$ cat config.mk
export PLATFORM = sky130hd
export DESIGN_NAME = rhht_ctrl
export DESIGN_NICKNAME = d
export VERILOG_FILES = /design/src/hdl/rhht_pkg.sv /design/src/hdl/rhht_ctrl.sv
export SDC_FILE = /design/constraint.sdc
export NUM_CORES = 1
export LEC_CHECK = 0
export BUFFER_PORTS_ARGS = -buffer_cell sky130_fd_sc_hd__buf_2
export CAP_MARGIN = 20
export CORE_AREA = 2 2 39 41
export DETAILED_ROUTE_END_ITERATION = 10
export DIE_AREA = 0 0 41 43
export HOLD_SLACK_MARGIN = 0.15
export PLACE_DENSITY = 0.46
export SKIP_CTS_REPAIR_TIMING = 1
export SYNTH_ARGS = -nofsm -noshare
export SYNTH_HDL_FRONTEND = slang
export SYNTH_SLANG_ARGS = --single-unit
$ cat constraint.sdc
create_clock -name clk -period 1.3 [get_ports clk]
set_input_delay 0.065 -clock clk [delete_from_list [all_inputs] [get_ports clk]]
set_output_delay 0.065 -clock clk [all_outputs]
set_load 0.01 [all_outputs]
$ cat src/hdl/rhht_pkg.sv
package rhht_pkg;
  localparam int TABLE_BITS = 10;
  localparam int TABLE_SIZE = 1 << TABLE_BITS;
  localparam int KEY_BYTES  = 8;
  localparam int LEN_W      = 10;
  localparam int CFG_W      = 10;
  localparam int SLOT_W     = 1 + TABLE_BITS + 64 + 64;
  localparam logic [63:0] FNV_BASIS = 64'hcbf29ce484222325;
  localparam logic [63:0] FNV_MUL   = 64'h00000100000001b3;
  localparam logic [CFG_W-1:0] LIMIT_RESET = CFG_W'(700);

  typedef logic [TABLE_BITS-1:0] idx_t;

  typedef struct packed {
    logic       valid;
    idx_t       home;
    logic [63:0] key;
    logic [63:0] value;
  } slot_t;

  // controller -> datapath
  typedef struct packed {
    logic load;      // latch request, start hash
    logic hash_step; // one FNV byte
    logic rd;        // issue slot read at probe index
    logic eval;      // evaluate registered slot
    logic wr;        // write computed slot
    logic adv;       // step probe index
    logic clr;       // clearing pass write
    logic fin;       // capture result
  } cmd_t;

  // datapath -> controller
  typedef struct packed {
    logic hash_done;
    logic stop;      // probe ends at this slot
    logic need_wr;   // slot must be written
    logic clr_done;
  } sts_t;
endpackage

$ cat src/hdl/rhht_ctrl.sv
module rhht_ctrl
  import rhht_pkg::*;
(
  input  logic clk,
  input  logic rst_n,
  input  logic in_valid,
  output logic in_ready,
  output logic out_valid,
  input  logic out_ready,
  input  sts_t sts,
  output cmd_t cmd
);
  localparam logic [2:0] S_CLR  = 3'd0;
  localparam logic [2:0] S_IDLE = 3'd1;
  localparam logic [2:0] S_HASH = 3'd2;
  localparam logic [2:0] S_RD   = 3'd3;
  localparam logic [2:0] S_WAIT = 3'd4;
  localparam logic [2:0] S_EVAL = 3'd5;

  logic [2:0] state_r, state_nxt;
  logic       ovalid_r, ovalid_nxt;

  // a finished result sits in the output register while the next request hashes
  assign in_ready  = (state_r == S_IDLE);
  assign out_valid = ovalid_r;

  always_comb begin
    cmd        = '0;
    state_nxt  = state_r;
    ovalid_nxt = ovalid_r;
    if (ovalid_r && out_ready) begin
      ovalid_nxt = 1'b0;
    end
    unique case (state_r)
      S_CLR: begin
        cmd.clr = 1'b1;
        if (sts.clr_done) begin
          state_nxt = S_IDLE;
        end
      end
      S_IDLE: begin
        if (in_valid) begin
          cmd.load  = 1'b1;
          state_nxt = S_HASH;
        end
      end
      S_HASH: begin
        cmd.hash_step = 1'b1;
        if (sts.hash_done) begin
          state_nxt = S_RD;
        end
      end
      S_RD: begin
        cmd.rd    = 1'b1;
        state_nxt = S_WAIT;
      end
      S_WAIT: begin
        state_nxt = S_EVAL;
      end
      S_EVAL: begin
        // results leave one at a time: wait for the output register to drain
        if (!(sts.stop && ovalid_r && !out_ready)) begin
          cmd.eval = 1'b1;
          cmd.wr   = sts.need_wr;
          if (sts.stop) begin
            cmd.fin    = 1'b1;
            ovalid_nxt = 1'b1;
            state_nxt  = S_IDLE;
          end else begin
            cmd.adv   = 1'b1;
            state_nxt = S_RD;
          end
        end
      end
      default: state_nxt = S_IDLE;
    endcase
  end

  always_ff @(posedge clk) begin
    if (!rst_n) begin
      state_r  <= S_CLR;
      ovalid_r <= 1'b0;
    end else begin
      state_r  <= state_nxt;
      ovalid_r <= ovalid_nxt;
    end
  end
endmodule

== Yosys cells after proc, flatten, opt, wreduce, memory -nomap -nowiden ==
Index checks and enable logic that the tools add are counted.

* Mux-type cells: 21
* Eq/ne operators: 9
* Reductions and logical operators: 6

{| class="wikitable"
|+ Operators with widths
! cell !! number
|-
| 2-to-1 mux 3 bit || 6
|-
| case mux 3 bit (6 select lines) || 1
|-
| 2-to-1 mux 1 bit || 13
|-
| != test 2 bit, second input constant || 4
|-
| equality test 3 x 2 -> 1 bit, second input constant || 2
|-
| equality test 3 bit, second input constant || 2
|-
| AND reduction 4 bit || 1
|-
| equality test 3 x 1 -> 1 bit, second input constant || 1
|-
| logical AND 1 bit || 3
|-
| zero test 3 bit || 1
|-
| 2-to-1 mux 2 bit || 1
|-
| zero test 1 bit || 1
|}

* Flip-flop bits (word level): 4
* Input bits: 8
* Logic and storage cells: 38

== Longest topological paths before layout ==
Gate-level depths: netlist of the first run.

* Depth in word-level cells: 5
* Mapped depth: 4

== Worst setup path after synthesis of the first run ==
OpenSTA, ideal clock, no wires.

* Path kind: flip-flop to output port
* From: reg state_r[1]
* To: out cmd[0] (netlist bit)
* Slack: 342 ps
* Data arrival time: 893 ps
* Stages on the path, launching flop included: 5
* Data required time: 1235 ps
* Cells stage by stage: dfxtp_1 -> buf_6 -> nand3b_4 -> nor2b_4 -> and2_1

{| class="wikitable"
|+ RTL lines
! item !! line !! RTL
|-
| from (decl) || rhht_ctrl.sv:20 || <nowiki>logic [2:0] state_r, state_nxt;</nowiki>
|-
| from (signal assigned) || rhht_ctrl.sv:84 || <nowiki>state_r <= state_nxt;</nowiki>
|-
| to (decl) || rhht_ctrl.sv:11 || <nowiki>output cmd_t cmd</nowiki>
|}

==> results by stage, run 1 <==
Synthesis:
- The most common cell in the synthesized netlist is sky130_fd_sc_hd__nand2b_1.
- The net count of the mapped netlist is 42.
- The average footprint of a synthesized cell is between 9 and 10 um2.
- The synthesized design contains 0 enable-type register cells.
- Ranked by instance count, the synthesized netlist is headed by sky130_fd_sc_hd__nand2b_1 (5), sky130_fd_sc_hd__dfxtp_1 (4), sky130_fd_sc_hd__a21oi_1 (3), sky130_fd_sc_hd__and2_1 (3), sky130_fd_sc_hd__buf_6 (3).
- Sorting the synthesized cells by area gives the leading types as sky130_fd_sc_hd__dfxtp_1 (26%), sky130_fd_sc_hd__buf_6 (11%), sky130_fd_sc_hd__nand2b_1 (10%), sky130_fd_sc_hd__nor3b_2 (8.0%), sky130_fd_sc_hd__nand3b_4 (6.4%).
- The proportion of synthesized flip-flops having asynchronous set or reset is 0.
- The number of distinct library cells after synthesis is 16.
- The most used flip-flop cell after synthesis is sky130_fd_sc_hd__dfxtp_1.
- The gate count after technology mapping is 34.
- The share of the Yosys chip area taken by registers is 0.257.
- The mapped netlist covers around 310 um2.
- The fraction of synthesized cell area taken by the top area cell type is 0.257.
- The synthesized flop and latch total is 4.
- The number of warning messages in the yosys log is 0.
- The synthesized design spends more area on one cell type than any other, namely sky130_fd_sc_hd__dfxtp_1.

Clock tree:
- The number of clock buffers added by TritonCTS is 3.
- The TritonCTS clock tree is built.
- CTS built an H-tree with a depth of 1.
- The root buffer cell chosen for the clock tree is sky130_fd_sc_hd__clkbuf_4.
- The clock drives 4 sinks.
- The clock tree buffer depth is 2.
- Clock latency on the worst-skew pair, taken at its later pin, is roughly 230 ps.
- After clock tree synthesis, the clock-pin slew on the worst setup and hold paths is approximately 40 ps.

Setup path:
- The capture instance of the worst register-to-register path is state_r[0].
- The timing endpoint of the critical path is cmd[3].
- In this run the critical register-to-register path is launched from state_r[0].
- Data on the critical path arrives at its endpoint at ~1100 ps.
- The delay of the slowest cell on the worst path is approximately 400 ps.
- STA classifies the critical path startpoint as a register.
- Measured in cells, the most critical reg-to-reg path has a length of 2.
- The critical-path cell with the highest stage delay is sky130_fd_sc_hd__dfxtp_2.
- STA puts the critical path data required time at approximately 1200 ps.
- Along the worst path, the maximum fanout reaches 10.
- The source of the critical timing path is state_r[1].
- The startpoint-to-endpoint class of the critical path is register to output pin.
- Across all register-to-register paths, the minimum setup slack is roughly 390 ps.
- STA classifies the critical path endpoint as an output pin.
- Walking the worst path, the cells encountered are nand3b_4 -> nor2b_4 -> and2_1 -> buf_2.

Finish:
- The area overhead of the layout relative to synthesis is 45.0%.
- The number of inserted filler cells in the final layout is about 150.
- For this run, the post-layout net count is 65.
- The sequential cells in the finished layout cover a total of approximately 86 um2.
- Once layout is complete, the utilization of the core stands at 0.326.
- The count of inserted antenna diode cells is 0.
- In the final layout, the share of cells above drive strength 1 is 0.491.
- The total area of multi-input combinational cells is 198 um2.

Outcome:
- The run finished with clean final reports.

Timing:
- Clock skew on the completed layout was measured at between 1 and 1.5 ps.
- The final-layout worst hold slack is roughly 190 ps.
- Setup violations remaining at the end of the flow were counted as 0.
- The normalized max-slew margin is 0.826.
- Of the available clock period, the critical path in the final layout requires 0.916.
- The hold violation count in the final report is 0.
- For the pin with the worst max-slew slack, the measured transition is 258 ps.
- The final max-slew violation count is 0.
- Setup repair after global routing left no endpoint under its margin.
- The fmax is between 800 and 900 MHz.
- The shortest period the worst path allows is approximately 1200 ps.

Die:
- For this configuration, the core starts out at a cell density of 0.225.
- The overall die height is approximately 43 um.
- The die width is approximately 41 um.
- The floorplan has 14 rows.
- The die covers approximately 0.0018 mm2.
- The core area is 0.00138 mm2.
- The count of boundary I/O pins is 18.

Placement:
- At the end of routability-driven placement, the weighted congestion stood at about 0.58.
- The number of buffer cells added on primary ports is 17.
- The detailed placer's ending HPWL is around 470 um.

GRT:
- In the global route stage, overall resource usage came out at 0.0802.
- Entering global routing, the biggest net connects 11 pins.
- The number of antenna violations at the first check in global routing is 0.
- The total overflow reported by the global router is 0.
- The via count of the first global-routing pass is roughly 220.
- The first global-routing pass estimated 890 um of wire.

Route:
- After detailed routing, the average wire length per cell comes to between 9 and 10 um.
- The count of nets left with antenna violations once routing finished came out at 0.
- The pre-antenna-repair detailed-routing pass consisted of 2 iterations.
- The detailed router finished its first iteration with 3 violations.
- After detailed routing, the number of remaining DRC violations is 0.
- Wires add up to between 600 and 700 um.
- The via count is 305.
- In the routed layout, each cell is associated on average with a via count of 4.30.

Flow run:
- Across the run, the number of max-cap violations was 0.

Pwr:
- The total design power is roughly 0.38 mW.
- The analysis attributes to cell leakage a power of 0.244 nW.
- The power per standard cell area is between 800 and 900 mW/mm2.
- The peak supply drop is about 0.41 mV.

Worst hold path:
- The tightest min-delay check is of the primary input to register type.
through the flow:
step	worst slack (ps)	cell area (um2)	TNS, ps	cells
finish	109	452	0	71
global route	9.09	452	0	71
CTS	-75.4	405	-171	67
detailed placement	175	383	0	64
global placement	206	383	0	64
floorplan	342	312	0	34
routing by layer:
| metal | global-route usage | routed length (um) | up-vias |
|---|---|---|---|
| met5 | 0 | 0 | - |
| met2 | 0.100 | 259 | 15 |
| met4 | 0.0200 | 0 | 0 |
| li1 | - | - | 159 |
| met3 | 0.0838 | 87 | 0 |
| met1 | 0.0929 | 312 | 131 |
worst min path at each step:
stage	start	to	slack, ps	cells past startpoint
floorplan	sts[2]	cmd[2]	180	1
global placement	sts[0]	state_r[0]	320	3
detailed placement	sts[0]	state_r[0]	320	3
CTS	sts[0]	state_r[0]	80	3
global route	sts[3]	state_r[0]	240	4
finish	sts[3]	state_r[0]	190	4
report_power, final:
part	total [mW]	switching, mW	internal (mW)
clock	0.151	0.0475	0.103
sequential	0.150	0.0193	0.131
combinational	0.0826	0.0331	0.0495
critical path, delay by kind of cell (launching register included):
family | cells | cell delay (ps)
buffers and inverters | 1 | 130
flip-flops | 1 | 400
AND/OR/NAND/NOR | 3 | 360
cells in the final DEF, fill, tap and decap left out:
cell type                       instances
sky130_fd_sc_hd__nand3b_4               1
sky130_fd_sc_hd__o21a_1                 2
sky130_fd_sc_hd__clkbuf_4               3
sky130_fd_sc_hd__dfxtp_2                2
sky130_fd_sc_hd__a21oi_1                3
sky130_fd_sc_hd__nor2_1                 2
sky130_fd_sc_hd__o21ai_0                2
sky130_fd_sc_hd__dfxtp_1                1
sky130_fd_sc_hd__nor3_1                 1
sky130_fd_sc_hd__o41ai_1                1
sky130_fd_sc_hd__nand3b_1               2
sky130_fd_sc_hd__nand2b_1               5
sky130_fd_sc_hd__dlygate4sd3_1          4
sky130_fd_sc_hd__nor3b_2                2
sky130_fd_sc_hd__nor2b_4                1
sky130_fd_sc_hd__nand2_1                1
sky130_fd_sc_hd__buf_2                 17
sky130_fd_sc_hd__and3b_1                1
sky130_fd_sc_hd__dfxtp_4                1
sky130_fd_sc_hd__and2_1                 3
final cells by class:
| type | instances | area share |
|---|---|---|
| Multi-Input combinational cell | 27 | 0.438 |
| Tap cell | 16 | 0.0443 |
| Clock buffer | 3 | 0.0499 |
| Sequential cell | 4 | 0.191 |
| Timing Repair Buffer | 21 | 0.277 |
kinds of logic after synthesis:
family	count (synthesis)	synth area share
buf+inv	3	0.108
compound gates	8	0.157
simple gates	19	0.478
flops	4	0.257
sequential cells by signal, indices dropped and copies added (netlist names):
name / flops
state_r: 3
out_valid: 1
Note: power is estimated with default switching activity, not from simulation.
==> run 2, diff against run 1 <==
--- a/config.mk
+++ b/config.mk
@@ -7,11 +7,13 @@
 export LEC_CHECK = 0
 export BUFFER_PORTS_ARGS = -buffer_cell sky130_fd_sc_hd__buf_2
 export CAP_MARGIN = 20
-export CORE_AREA = 2 2 39 41
+export CELL_PAD_IN_SITES_DETAIL_PLACEMENT = 1
+export CELL_PAD_IN_SITES_GLOBAL_PLACEMENT = 2
+export CORE_AREA = 2 2 42 44
 export DETAILED_ROUTE_END_ITERATION = 10
-export DIE_AREA = 0 0 41 43
+export DIE_AREA = 0 0 44 46
 export HOLD_SLACK_MARGIN = 0.15
-export PLACE_DENSITY = 0.46
+export PLACE_DENSITY = 0.67
 export SKIP_CTS_REPAIR_TIMING = 1
 export SYNTH_ARGS = -nofsm -noshare
 export SYNTH_HDL_FRONTEND = slang
==> run 2 against run 1 <==
Power fell by 0.31%. Utilization fell by 5.7 points. Sequential cell count did not move. Routed wire length rose by 17%. Worst hold slack got worse by 60 ps. Critical endpoint unchanged. Largest cell class unchanged. Largest power group is now registers.
==> results by stage, run 2 (synthesized netlist as in run 1, its figures left out) <==
Setup path:
- The maximum net fanout on the critical path is 10 (unchanged).
- The register-to-register path setup slack was 390 ps (about the same).
- The depth of the most critical reg-to-reg path is 2 (unchanged).
- The setup path with the least slack is of type register to output pin.
- The required time at the endpoint of the critical path is 1240 ps (about the same).
- STA classifies the critical path startpoint as a register.
- The arrival time reported for the critical path endpoint is 1150 ps (+20 ps).
- The startpoint identified for the worst register-to-register timing path is state_r[0].
- In this run the critical register-to-register path is captured at state_r[0].
- The worst setup path is captured at an output pin.

Clock tree:
- The clock sink count is 4 (unchanged).
- The clock slew seen by the registers of the worst setup and hold paths is 40 ps (about the same).
- TritonCTS built the clock tree.
- The depth of the CTS H-tree is 1 (unchanged).
- The clock tree root driver cell is sky130_fd_sc_hd__clkbuf_4.
- The number of buffers created by CTS was 3 (unchanged).
- The clock latency at the later pin of the worst-skew pair is 230 ps (about the same).
- The clock tree buffer depth was 2 (unchanged).

Timing:
- Setup repair after global routing left no endpoint under its margin.
- The normalized max-slew margin is 0.823 (-0.00312).
- The share of the cycle needed by the critical path after routing is 0.934 (+0.0180).
- The hold violation count in the final report is 0 (unchanged).
- The post-route setup TNS was 0 ps (unchanged).
- The minimum setup slack in the final design is 85.8 ps (-23.4 ps).
- The transition time at the pin with the least slew margin was 263 ps (+4.62 ps).
- The final-layout worst hold slack is 130 ps (-59.9 ps).
- The shortest period the worst path allows is 1210 ps (+23.4 ps).
- The number of setup violations in the final report came to 0 (unchanged).
- The fmax is 824 MHz (-1.9%).
- The worst clock skew on the final layout is 3.08 ps (+1.74 ps).
- The final max-slew violation count is 0 (unchanged).

GRT:
- The met3 usage is 0.0476 (-0.0362).
- The total routing usage reported by global routing was 0.0855 (+0.00522).
- The global-route wire length before repair is 1210 um (+36%).
- The most used routing layer in global routing is met2.
- The total overflow reported by the global router is 0 (unchanged).
- The met2 demand-to-capacity share in global routing is 0.121 (+0.0206).
- The via count of the first global-routing pass is 279 (+29%).
- The met1 usage is 0.106 (+0.0129).
- The number of antenna violations at the first check in global routing is 0 (unchanged).
- The maximum number of pins on one net before global-route repair is 11 (unchanged).

Flow run:
- The max capacitance violation total is 0 (unchanged).

Route:
- The average wire length per cell after detail routing is 11.0 um (+18%).
- The first-iteration detailed-routing DRC count came to 2 (-1).
- The via count is 302 (-0.98%).
- The via-per-instance ratio is 4.31 (+0.43%).
- The remaining design rule violation count is 0 (unchanged).
- The aggregate routed wire length was 767 um (+17%).
- The number of iterations in the first detailed-routing pass is 2 (unchanged).
- The number of routed nets with antenna violations came to 0 (unchanged).

Pwr:
- The leakage power summed over all cells is 0.236 nW (-3.3%).
- The power per standard cell area is 878 mW/mm2 (+3.4%).
- The peak supply drop is 0.364 mV (-12%).
- The total design power is 0.382 mW (-0.31%).

Placement:
- The total placed cells including tap cells came to 65 (+1.6%).
- The placed standard-cell area is 384 um2 (+0.33%).
- The routability-driven placement congestion ratio came to 0.655 (+13%).
- The post-place setup slack came to 147 ps (-27.9 ps).
- The detailed placer's ending HPWL is 586 um (+23%).
- The number of buffer cells added on primary ports is 17 (unchanged).

Finish:
- The area overhead of the layout relative to synthesis is 39.8%.
- The final instance count without filler cells is 70 (-1.4%).
- Ranked by flip-flop count, first place goes to state_r.
- The fraction of final layout cells sized beyond drive strength 1 is 0.509 (+0.0185).
- The count of inserted antenna diode cells came to 0 (unchanged).
- The final standard cell utilization of the core is 0.270 (-0.0566).
- The flip-flop count of the largest register, all copies and words added is 3 (unchanged).
- The number of inserted filler cells in the final layout came to 196 (+29%).
- The final non-filler cell area is 435 um2 (-3.6%).
- The library cell used most frequently in the layout, excluding fill and tap cells, is sky130_fd_sc_hd__buf_2.
- The top cell types in the final layout, fill and taps aside, are sky130_fd_sc_hd__buf_2 (17), sky130_fd_sc_hd__nand2b_1 (5), sky130_fd_sc_hd__and2_1 (3), sky130_fd_sc_hd__a21oi_1 (3), sky130_fd_sc_hd__clkbuf_4 (3).
- The final net count is 63 (-3.1%).

Worst hold path:
- The path class of the lowest-slack min-delay path is primary input to register.
- The number of stages on the worst hold path is 3 (-1).
- The path with the worst hold slack has its endpoint at out_valid.
- The worst hold path begins at out_ready.

Die:
- The overall die height came to 46 um (+7.0%).
- The core area came to 0.00161 mm2 (+17%).
- The initial cell density of the core is 0.193 (-0.0321).
- The die width is 44 um (+7.3%).
- The total die area is 0.00202 mm2 (+15%).
- The site row count is 15 (+1).
- The count of boundary I/O pins came to 18 (unchanged).

Outcome:
- The run finished with clean final reports.
[run 2: changes by cell type in the layout (fill, tap and decap cells not counted)]
| cell | previous run | this run |
|---|---|---|
| sky130_fd_sc_hd__dfxtp_2 | 2 | 1 |
| sky130_fd_sc_hd__dfxtp_4 | 1 | 2 |
| sky130_fd_sc_hd__dlygate4sd3_1 | 4 | 2 |
[run 2: layer usage]
metal  part of all wire  vias to the layer above
li1                   -                      154
met4                  0                        0
met1               0.49                      133
met3               0.10                        0
met2               0.41                       15
met5                  0                        -
[run 2: worst max-delay path by stage]
stage                     depth (start not counted)  startpoint  endpoint  slack [ps]
after floorplan                                   4  state_r[1]    cmd[0]         340
after global placement                            4  state_r[2]    cmd[3]         180
after detailed placement                          4  state_r[2]    cmd[0]         150
after CTS                                         4  state_r[2]    cmd[3]        -110
after global routing                              4  state_r[1]    cmd[3]           4
final                                             4  state_r[1]    cmd[3]          90
[run 2: worst max-delay path, stage by stage, from the launching register on]
cell and delay, ps:
sky130_fd_sc_hd__dfxtp_2 410, sky130_fd_sc_hd__nand3b_4 190, sky130_fd_sc_hd__nor2b_4 40, sky130_fd_sc_hd__and2_1 140
sky130_fd_sc_hd__buf_2 130
[run 2: cell type report]
cell class / count / area [um2] / area share
multi-input cells: 27 / 198 / 0.454
repair buffers: 19 / 105 / 0.241
flip-flops and latches: 4 / 88.8 / 0.204
clock buffers: 3 / 22.5 / 0.0517
well taps: 17 / 21.3 / 0.0489
[run 2: power by group]
group / total, mW / switching (mW) / internal (mW)
Combinational: 0.0793 / 0.0336 / 0.0457
Sequential: 0.152 / 0.0206 / 0.131
Clock: 0.151 / 0.0483 / 0.103
